File: src/rtl/core/ffra_pkg.sv
`default_nettype none
package ffra_pkg;

  typedef enum logic [2:0] {
    ST_INIT,
    ST_IDLE,
    ST_LOOK,
    ST_SCAN,
    ST_WRITE,
    ST_RESP
  } ffra_state_t;

  localparam logic MODE_ALLOC = 1'b0;
  localparam logic MODE_FREE  = 1'b1;

  localparam logic [2:0] STAT_ALLOC   = 3'd0;
  localparam logic [2:0] STAT_TOO_BIG = 3'd1;
  localparam logic [2:0] STAT_NO_FIT  = 3'd2;
  localparam logic [2:0] STAT_FREED   = 3'd3;
  localparam logic [2:0] STAT_EMPTY   = 3'd4;
  localparam logic [2:0] STAT_BUSY    = 3'd5;

  localparam logic [8:0] MEM_SIZE_RST = 9'd256;

  typedef struct packed {
    logic we;
    logic wdata;
  } ffra_map_ctl_t;

  typedef struct packed {
    logic init;
    logic step;
  } ffra_run_ctl_t;

  typedef struct packed {
    logic wr_alloc;
    logic wr_free;
  } ffra_slot_ctl_t;

endpackage
`default_nettype wire

File: src/rtl/core/ffra_bitmap.sv
`default_nettype none
module ffra_bitmap #(
  parameter int MEM_UNITS = 256
) (
  input  wire                            clk,
  input  ffra_pkg::ffra_map_ctl_t        map_ctl,
  input  wire [$clog2(MEM_UNITS)-1:0]    waddr,
  input  wire [$clog2(MEM_UNITS)-1:0]    raddr,
  output logic                           rdata
);
  import ffra_pkg::*;

  logic used_mem [MEM_UNITS];

  always_ff @(posedge clk) begin
    if (map_ctl.we) begin
      used_mem[waddr] <= map_ctl.wdata;
    end
    rdata <= used_mem[raddr];
  end

endmodule
`default_nettype wire

File: src/rtl/core/ffra_slots.sv
`default_nettype none
module ffra_slots #(
  parameter int MEM_UNITS  = 256,
  parameter int PROC_SLOTS = 16
) (
  input  wire                                clk,
  input  wire                                rst_n,
  input  ffra_pkg::ffra_slot_ctl_t           slot_ctl,
  input  wire [$clog2(PROC_SLOTS)-1:0]       rd_idx,
  input  wire [$clog2(PROC_SLOTS)-1:0]       wr_idx,
  input  wire [$clog2(MEM_UNITS+1)-1:0]      wr_start,
  input  wire [$clog2(MEM_UNITS+1)-1:0]      wr_end,
  output logic                               rd_valid,
  output logic [$clog2(MEM_UNITS+1)-1:0]     rd_start,
  output logic [$clog2(MEM_UNITS+1)-1:0]     rd_end
);
  import ffra_pkg::*;

  localparam int CNT_W = $clog2(MEM_UNITS + 1);

  logic [PROC_SLOTS-1:0] valid_r;
  logic [CNT_W-1:0]      start_mem [PROC_SLOTS];
  logic [CNT_W-1:0]      end_mem   [PROC_SLOTS];

  always_ff @(posedge clk) begin
    if (!rst_n) begin
      valid_r <= '0;
    end else if (slot_ctl.wr_alloc) begin
      valid_r[wr_idx] <= 1'b1;
    end else if (slot_ctl.wr_free) begin
      valid_r[wr_idx] <= 1'b0;
    end
  end

  always_ff @(posedge clk) begin
    if (slot_ctl.wr_alloc) begin
      start_mem[wr_idx] <= wr_start;
      end_mem[wr_idx]   <= wr_end;
    end
    rd_valid <= valid_r[rd_idx];
    rd_start <= start_mem[rd_idx];
    rd_end   <= end_mem[rd_idx];
  end

endmodule
`default_nettype wire

File: src/rtl/core/ffra_run_unit.sv
`default_nettype none
module ffra_run_unit #(
  parameter int MEM_UNITS = 256
) (
  input  wire                             clk,
  input  ffra_pkg::ffra_run_ctl_t         run_ctl,
  input  wire                             unit_used,
  input  wire [$clog2(MEM_UNITS+1)-1:0]   pos,
  input  wire [$clog2(MEM_UNITS+1)-1:0]   req,
  output logic                            hit,
  output logic [$clog2(MEM_UNITS+1)-1:0]  hit_start,
  output logic [$clog2(MEM_UNITS+1)-1:0]  largest
);
  import ffra_pkg::*;

  localparam int CNT_W = $clog2(MEM_UNITS + 1);

  logic [CNT_W-1:0] run_start_r;
  logic [CNT_W-1:0] run_len_r;
  logic [CNT_W-1:0] largest_r;
  logic [CNT_W-1:0] len_inc;

  assign len_inc   = CNT_W'(run_len_r + 1'b1);
  assign hit       = run_ctl.step && !unit_used && (len_inc >= req);
  assign hit_start = (run_len_r == '0) ? pos : run_start_r;
  assign largest   = largest_r;

  always_ff @(posedge clk) begin
    if (run_ctl.init) begin
      run_start_r <= '0;
      run_len_r   <= '0;
      largest_r   <= '0;
    end else if (run_ctl.step) begin
      if (unit_used) begin
        run_len_r <= '0;
      end else begin
        run_len_r <= len_inc;
        if (run_len_r == '0) begin
          run_start_r <= pos;
        end
        if (len_inc > largest_r) begin
          largest_r <= len_inc;
        end
      end
    end
  end

endmodule
`default_nettype wire

File: src/rtl/core/first_fit_region_allocator_top.sv
`default_nettype none
// First-fit allocator of contiguous memory units with one region per process slot. After
// reset the block clears its unit bitmap one unit per cycle, and only then takes the first
// request; configuration writes are taken at any time. Requests are handled one at a time
// by a sequencer around a single run-tracking compare unit and a one-port-per-side bitmap
// memory. An allocate looks up its slot, scans the bitmap unit by unit up to the end of the
// first fitting run and then marks each unit of that region; one that finds no fitting run
// scans the whole effective memory size. A rejected request goes from the slot lookup
// straight to its response, and a free clears each unit of its region. Each result waits
// for the output register to be free or read before it is loaded. A new request is
// accepted while the previous result still waits in the output register.
module first_fit_region_allocator_top #(
  parameter int MEM_UNITS  = 256,
  parameter int PROC_SLOTS = 16
) (
  input  wire        clk,
  input  wire        rst_n,
  input  wire        in_valid,
  output logic       in_ready,
  input  wire        in_mode,
  input  wire [3:0]  in_process_id,
  input  wire [8:0]  in_request_size,
  output logic       out_valid,
  input  wire        out_ready,
  output logic [2:0] out_status,
  output logic [7:0] out_region_start,
  output logic [8:0] out_region_end,
  output logic [8:0] out_largest_free,
  input  wire        cfg_valid,
  output logic       cfg_ready,
  input  wire [8:0]  cfg_mem_size
);
  import ffra_pkg::*;

  localparam int ADDR_W = $clog2(MEM_UNITS);
  localparam int CNT_W  = $clog2(MEM_UNITS + 1);
  localparam int SLOT_W = $clog2(PROC_SLOTS);

  ffra_state_t state_r, state_nxt;

  logic             mode_r;
  logic [3:0]       pid_r;
  logic [8:0]       req_r;
  logic [8:0]       mem_size_r;
  logic [CNT_W-1:0] seg_ptr_r, seg_ptr_nxt;
  logic [CNT_W-1:0] seg_end_r, seg_end_nxt;
  logic [CNT_W-1:0] seg_start_r, seg_start_nxt;
  logic [CNT_W-1:0] scan_pos_r, scan_pos_nxt;
  logic [2:0]       res_status_r, res_status_nxt;
  logic [7:0]       res_start_r, res_start_nxt;
  logic [8:0]       res_end_r, res_end_nxt;
  logic [8:0]       res_largest_r, res_largest_nxt;
  logic             out_valid_r;
  logic [2:0]       out_status_r;
  logic [7:0]       out_start_r;
  logic [8:0]       out_end_r;
  logic [8:0]       out_largest_r;

  ffra_map_ctl_t    map_ctl;
  ffra_run_ctl_t    run_ctl;
  ffra_slot_ctl_t   slot_ctl;

  logic [ADDR_W-1:0] map_raddr;
  logic              map_rdata;
  logic              slot_rd_valid;
  logic [CNT_W-1:0]  slot_rd_start;
  logic [CNT_W-1:0]  slot_rd_end;
  logic              run_hit;
  logic [CNT_W-1:0]  run_hit_start;
  logic [CNT_W-1:0]  run_largest;

  logic [31:0]       eff32;
  logic [31:0]       req32;
  logic [31:0]       pid32;
  logic [31:0]       in_pid32;
  logic [31:0]       nxt_pos32;
  logic [31:0]       start32;
  logic [31:0]       end32;
  logic [31:0]       largest32;
  logic [CNT_W-1:0]  req_cnt;
  logic              pid_ok;
  logic              scan_done;
  logic              seg_done;
  logic              resp_load;

  assign eff32     = (32'(mem_size_r) < 32'(MEM_UNITS)) ? 32'(mem_size_r) : 32'(MEM_UNITS);
  assign req32     = 32'(req_r);
  assign req_cnt   = req32[CNT_W-1:0];
  assign pid32     = 32'(pid_r);
  assign in_pid32  = 32'(in_process_id);
  assign pid_ok    = pid32 < 32'(PROC_SLOTS);
  assign nxt_pos32 = 32'(scan_pos_r) + 32'd1;
  assign start32   = 32'(seg_start_r);
  assign end32     = 32'(seg_end_r);
  assign largest32 = 32'(run_largest);
  assign scan_done = 32'(scan_pos_r) >= eff32;
  assign seg_done  = seg_ptr_r == seg_end_r;
  assign resp_load = !out_valid_r || out_ready;

  assign map_raddr = (state_r == ST_SCAN && nxt_pos32 < 32'(MEM_UNITS))
                     ? nxt_pos32[ADDR_W-1:0] : '0;

  ffra_bitmap #(
    .MEM_UNITS(MEM_UNITS)
  ) u_bitmap (
    .clk    (clk),
    .map_ctl(map_ctl),
    .waddr  (seg_ptr_r[ADDR_W-1:0]),
    .raddr  (map_raddr),
    .rdata  (map_rdata)
  );

  ffra_slots #(
    .MEM_UNITS (MEM_UNITS),
    .PROC_SLOTS(PROC_SLOTS)
  ) u_slots (
    .clk     (clk),
    .rst_n   (rst_n),
    .slot_ctl(slot_ctl),
    .rd_idx  (in_pid32[SLOT_W-1:0]),
    .wr_idx  (pid32[SLOT_W-1:0]),
    .wr_start(seg_start_r),
    .wr_end  (seg_end_r),
    .rd_valid(slot_rd_valid),
    .rd_start(slot_rd_start),
    .rd_end  (slot_rd_end)
  );

  ffra_run_unit #(
    .MEM_UNITS(MEM_UNITS)
  ) u_run (
    .clk      (clk),
    .run_ctl  (run_ctl),
    .unit_used(map_rdata),
    .pos      (scan_pos_r),
    .req      (req_cnt),
    .hit      (run_hit),
    .hit_start(run_hit_start),
    .largest  (run_largest)
  );

  assign in_ready         = (state_r == ST_IDLE);
  assign cfg_ready        = 1'b1;
  assign out_valid        = out_valid_r;
  assign out_status       = out_status_r;
  assign out_region_start = out_start_r;
  assign out_region_end   = out_end_r;
  assign out_largest_free = out_largest_r;

  always_comb begin
    state_nxt = state_r;
    unique case (state_r)
      ST_INIT: begin
        if (seg_ptr_r == CNT_W'(MEM_UNITS - 1)) begin
          state_nxt = ST_IDLE;
        end
      end
      ST_IDLE: begin
        if (in_valid) begin
          state_nxt = ST_LOOK;
        end
      end
      ST_LOOK: begin
        if (!pid_ok) begin
          state_nxt = ST_RESP;
        end else if (mode_r == MODE_FREE) begin
          state_nxt = slot_rd_valid ? ST_WRITE : ST_RESP;
        end else if (slot_rd_valid || req32 > eff32) begin
          state_nxt = ST_RESP;
        end else begin
          state_nxt = ST_SCAN;
        end
      end
      ST_SCAN: begin
        if (scan_done) begin
          state_nxt = ST_RESP;
        end else if (run_hit) begin
          state_nxt = ST_WRITE;
        end
      end
      ST_WRITE: begin
        if (seg_done) begin
          state_nxt = ST_RESP;
        end
      end
      ST_RESP: begin
        if (resp_load) begin
          state_nxt = ST_IDLE;
        end
      end
      default: state_nxt = ST_IDLE;
    endcase
  end

  always_comb begin
    seg_ptr_nxt     = seg_ptr_r;
    seg_end_nxt     = seg_end_r;
    seg_start_nxt   = seg_start_r;
    scan_pos_nxt    = scan_pos_r;
    res_status_nxt  = res_status_r;
    res_start_nxt   = res_start_r;
    res_end_nxt     = res_end_r;
    res_largest_nxt = res_largest_r;
    map_ctl         = '0;
    run_ctl         = '0;
    slot_ctl        = '0;
    unique case (state_r)
      ST_INIT: begin
        map_ctl.we  = 1'b1;
        seg_ptr_nxt = CNT_W'(seg_ptr_r + 1'b1);
      end
      ST_IDLE: begin
      end
      ST_LOOK: begin
        res_start_nxt   = '0;
        res_end_nxt     = '0;
        res_largest_nxt = '0;
        if (!pid_ok) begin
          res_status_nxt = STAT_EMPTY;
        end else if (mode_r == MODE_FREE) begin
          res_status_nxt = STAT_EMPTY;
          seg_start_nxt  = slot_rd_start;
          seg_ptr_nxt    = slot_rd_start;
          seg_end_nxt    = slot_rd_end;
        end else if (slot_rd_valid) begin
          res_status_nxt = STAT_BUSY;
        end else if (req32 > eff32) begin
          res_status_nxt = STAT_TOO_BIG;
        end else begin
          run_ctl.init = 1'b1;
          scan_pos_nxt = '0;
        end
      end
      ST_SCAN: begin
        if (scan_done) begin
          res_status_nxt  = STAT_NO_FIT;
          res_largest_nxt = largest32[8:0];
        end else begin
          run_ctl.step = 1'b1;
          scan_pos_nxt = CNT_W'(scan_pos_r + 1'b1);
          if (run_hit) begin
            seg_start_nxt = run_hit_start;
            seg_ptr_nxt   = run_hit_start;
            seg_end_nxt   = CNT_W'(run_hit_start + req_cnt);
          end
        end
      end
      ST_WRITE: begin
        if (seg_done) begin
          res_start_nxt = start32[7:0];
          res_end_nxt   = end32[8:0];
          if (mode_r == MODE_ALLOC) begin
            slot_ctl.wr_alloc = 1'b1;
            res_status_nxt    = STAT_ALLOC;
          end else begin
            slot_ctl.wr_free = 1'b1;
            res_status_nxt   = STAT_FREED;
          end
        end else begin
          map_ctl.we    = 1'b1;
          map_ctl.wdata = (mode_r == MODE_ALLOC);
          seg_ptr_nxt   = CNT_W'(seg_ptr_r + 1'b1);
        end
      end
      ST_RESP: begin
      end
      default: begin
      end
    endcase
  end

  always_ff @(posedge clk) begin
    if (!rst_n) begin
      state_r     <= ST_INIT;
      seg_ptr_r   <= '0;
      mem_size_r  <= MEM_SIZE_RST;
      out_valid_r <= 1'b0;
    end else begin
      state_r   <= state_nxt;
      seg_ptr_r <= seg_ptr_nxt;
      if (cfg_valid && cfg_ready) begin
        mem_size_r <= cfg_mem_size;
      end
      if (state_r == ST_RESP && resp_load) begin
        out_valid_r <= 1'b1;
      end else if (out_ready) begin
        out_valid_r <= 1'b0;
      end
    end
  end

  always_ff @(posedge clk) begin
    if (in_valid && in_ready) begin
      mode_r <= in_mode;
      pid_r  <= in_process_id;
      req_r  <= in_request_size;
    end
    seg_end_r     <= seg_end_nxt;
    seg_start_r   <= seg_start_nxt;
    scan_pos_r    <= scan_pos_nxt;
    res_status_r  <= res_status_nxt;
    res_start_r   <= res_start_nxt;
    res_end_r     <= res_end_nxt;
    res_largest_r <= res_largest_nxt;
    if (state_r == ST_RESP && resp_load) begin
      out_status_r  <= res_status_r;
      out_start_r   <= res_start_r;
      out_end_r     <= res_end_r;
      out_largest_r <= res_largest_r;
    end
  end

  a_accept_looks: assert property (@(posedge clk) disable iff (!rst_n)
    in_valid && in_ready |=> state_r == ST_LOOK)
    else $error("Accepted word did not start a slot lookup.");

  a_write_in_range: assert property (@(posedge clk) disable iff (!rst_n)
    state_r == ST_WRITE |-> seg_ptr_r <= seg_end_r)
    else $error("Region write pointer ran past the region end.");

  a_hit_writes: assert property (@(posedge clk) disable iff (!rst_n)
    state_r == ST_SCAN && !scan_done && run_hit |=> state_r == ST_WRITE)
    else $error("A fitting run did not lead to marking the region.");

endmodule
`default_nettype wire
File: config.mk
export PLATFORM = sky130hd
export DESIGN_NAME = first_fit_region_allocator_top
export DESIGN_NICKNAME = d
export VERILOG_FILES = /design/src/rtl/core/ffra_pkg.sv /design/src/rtl/core/ffra_bitmap.sv /design/src/rtl/core/ffra_slots.sv /design/src/rtl/core/ffra_run_unit.sv /design/src/rtl/core/first_fit_region_allocator_top.sv
export SDC_FILE = /design/constraint.sdc
export NUM_CORES = 1
export LEC_CHECK = 0
export BUFFER_PORTS_ARGS = -buffer_cell sky130_fd_sc_hd__buf_4
export CAP_MARGIN = 10
export CORE_UTILIZATION = 30
export DETAILED_ROUTE_END_ITERATION = 7
export HOLD_SLACK_MARGIN = 0.05
export PLACE_DENSITY = 0.55
export SYNTH_ARGS = -nofsm -noshare
export SYNTH_HDL_FRONTEND = slang
export SYNTH_SLANG_ARGS = --single-unit
File: constraint.sdc
create_clock -name clk -period 15.8 [get_ports clk]
set_clock_uncertainty 0.15 [all_clocks]
set_input_delay 0.79 -clock clk [delete_from_list [all_inputs] [get_ports clk]]
set_output_delay 0.79 -clock clk [all_outputs]
set_load 0.1 [all_outputs]
==> out/qor.txt <==
Resized cells post-CTS: 0
Setup TNS: 0 ns
CP Launch Type: register
Row count: 118
Pleak: 11.9 nW
Final setup fails: 0
Main synth FF type: edfxtp_1
Hold Path Class: in2reg
Crit path kind: reg2reg
PortBufs: 58
Yosys Warn Count: 0
Postcts setup bufs: 0
DRT Pass-1 Iters: 7
Multi-input gate area: 0.00955 sq mm
Synth top area share: 61.7%
Seq. cell area: 0.0210 sq mm
Post-detailed-route count of antenna-violating nets: 0
Die outline height: 325 um
Post-route insts no fill: 3720
Max reg flops: 256
Vias in the first global route: 19500
GRT overflow: 0
Largest cells by area after synthesis: edfxtp_1 62%, mux4_2 7.0%, dfxtp_1 5.4%
Full die area: 0.106 sq mm
Clock Latency Late Sink: 0.65 ns
Max Cap Viol: 0
Global-route wire length before repair: 129000 um
CTS tree: done
Tightest Pin Transition: 1.35 ns
Worst vdd ir: 0.0957 mV
CTS Buffer Depth: 3
CP Capture Type: register
Mapped Area: 0.0313 sq mm
Final net count: 2357
RSZ-0062 raised after global routing: no
Total GRT Usage: 16.1%
CORE AREA: 0.103 sq mm
Top cell type by total area after synthesis: edfxtp_1
Syn Nets: 2318
DRC: 0
CTS Hold Bufs: 0
Rel. slew slack: 9.06%
Drt wl/cell: 23.2 um
Largest reg by FF count: u_bitmap.used_mem
Ant. Diodes: 0
Vias: 19600
Hold Vio Cnt, Final: 0
Crit path time final: 5.34 ns
Largest regs: u_bitmap.used_mem (256), u_slots.end_mem (144), u_slots.start_mem (144)
Most frequent cells in the layout: 643 x edfxtp_1, 343 x nor2_1, 166 x nand2_1
RePlAce Congestion: 0.834
Count of different cell masters after synthesis: 87
FILL cells: 9895
Post-Route WL: 86400 um
Max-slew violations: 0
Largest net degree at the start of global routing: 134
Largest fanout on the critical path: 38
CTS root buf: clkbuf_16
Post-synth EDFFs: 643
Async set or reset register ratio after synthesis: 0%
Number of instances in the placed design: 3571
Seq/Total Area, Yosys: 67.1%
Initial antenna violation count: 0
Initial Util: 30.2%
CP arrival: 5.73 ns
H-tree depth: 3
Synth Register Bits: 728
Initial DRC count: 2236
Most common cell after layout, fill and taps aside: edfxtp_1
P per Cell Area: 127 mW/mm^2
Post-layout instance area: 0.0360 sq mm
Die width: 325 um
Layout cell share with drive strength beyond 1: 15.5%
Cells after Synth: 2237
Period utilization: 33.8%
Crit path required time: 16.19 ns
Avg Cell Area, Syn: 14.0 sq um
Placed Area: 0.0332 sq mm
Mean number of vias per cell: 5.26
DP Wirelength: 51100 um
# IOs: 60
Status: finished clean
Upper clock frequency limit: 0.187 GHz
Clock net sink count: 728
Synth-to-layout area growth: 14.9%
Cts bufs inserted: 79
Clk slew on worst S/H paths: 0.06 ns
[routing by layer]
layer  vias up  track usage [%]  wire, um  part of all wire [%]
li1       8568                -         -                     -
met1     10100             22.2     37800                    44
met2       718             26.2     41000                    48
met3       168             2.07      5230                   6.1
met4         0             5.46      2370                   2.7
met5         -                0         0                     0
[report_power, final]
group	switching, mW	leakage, nW	internal (mW)
registers	0.0509	6.59	2.14
clock network	0.799	1.32	1.12
logic	0.300	4.02	0.142
total	1.15	11.9	3.41
[worst paths after layout]
| path | depth (start not counted) | from | to | slack, ns |
|---|---|---|---|---|
| setup / recovery | 12 | scan_pos_r[0]$_SDFFCE_PN0P_ | u_bitmap.rdata$_DFF_P_ | 10.46 |
| hold / removal | 1 | in_request_size[3] | req_cnt[3]$_DFFE_PP_ | 0.17 |
| setup reg to reg | 12 | scan_pos_r[0]$_SDFFCE_PN0P_ | u_bitmap.rdata$_DFF_P_ | 10.46 |
| hold reg to reg | 0 | res_end_r[6]$_SDFFCE_PN0P_ | out_region_end[6]$_DFFE_PP_ | 0.27 |
[critical path: stages, from the launching register on]
cell      delay [ns]
edfxtp_1        0.33
buf_4           0.42
ha_1            0.33
and3_1          0.52
a211oi_2        0.29
nor2_4          0.93
buf_4           0.58
mux2_1          0.38
a211oi_1        0.34
a22oi_1         0.16
a31oi_1         0.19
o21ai_0         0.19
a32o_1          0.34
[cells by family after synthesis]
kind of cell | synth area share [%]
and+or+nand+nor | 10.1
DFF | 67.1
other | 0.0120
buffers and inverters | 2.69
AOI/OAI and AO/OA | 7.93
muxes | 9.22
xor gates and xnor gates | 0.728
adders and majority gates | 2.14
[cells in the mapped netlist (all sizes together), types with 19 or more instances]
library cell  number
clkbuf            85
buf               56
o21ai             68
nor2             360
and3              25
inv               53
nand3             51
mux4              97
a21oi             50
o21a              28
ha                52
a211oi            30
dfxtp             85
mux2i             62
edfxtp           643
o31ai             19
nand2            166
nand4             22
[through the flow]
stage	power [mW]	hold slack, ns	setup slack (ns)	utilization, %
final	4.56	0.170	10.46	34.7
after global routing	4.70	0.144	10.18	34.7
after CTS	4.59	0.130	10.59	34.7
after detailed placement	2.67	0.255	10.61	32.1
after global placement	2.66	0.252	10.74	32.1
after floorplan	2.51	0.250	2.94	-
[final cells by class]
| class | count | share of cell area (%) |
|---|---|---|
| clock buffers | 97 | 5.83 |
| clock inverters | 48 | 1.69 |
| inverters | 54 | 0.564 |
| multi-input cells | 1314 | 26.5 |
| flip-flops and latches | 728 | 58.4 |
| well taps | 1380 | 4.80 |
| repair buffers | 99 | 2.15 |
No activity file was read; power rests on OpenSTA's default activity.
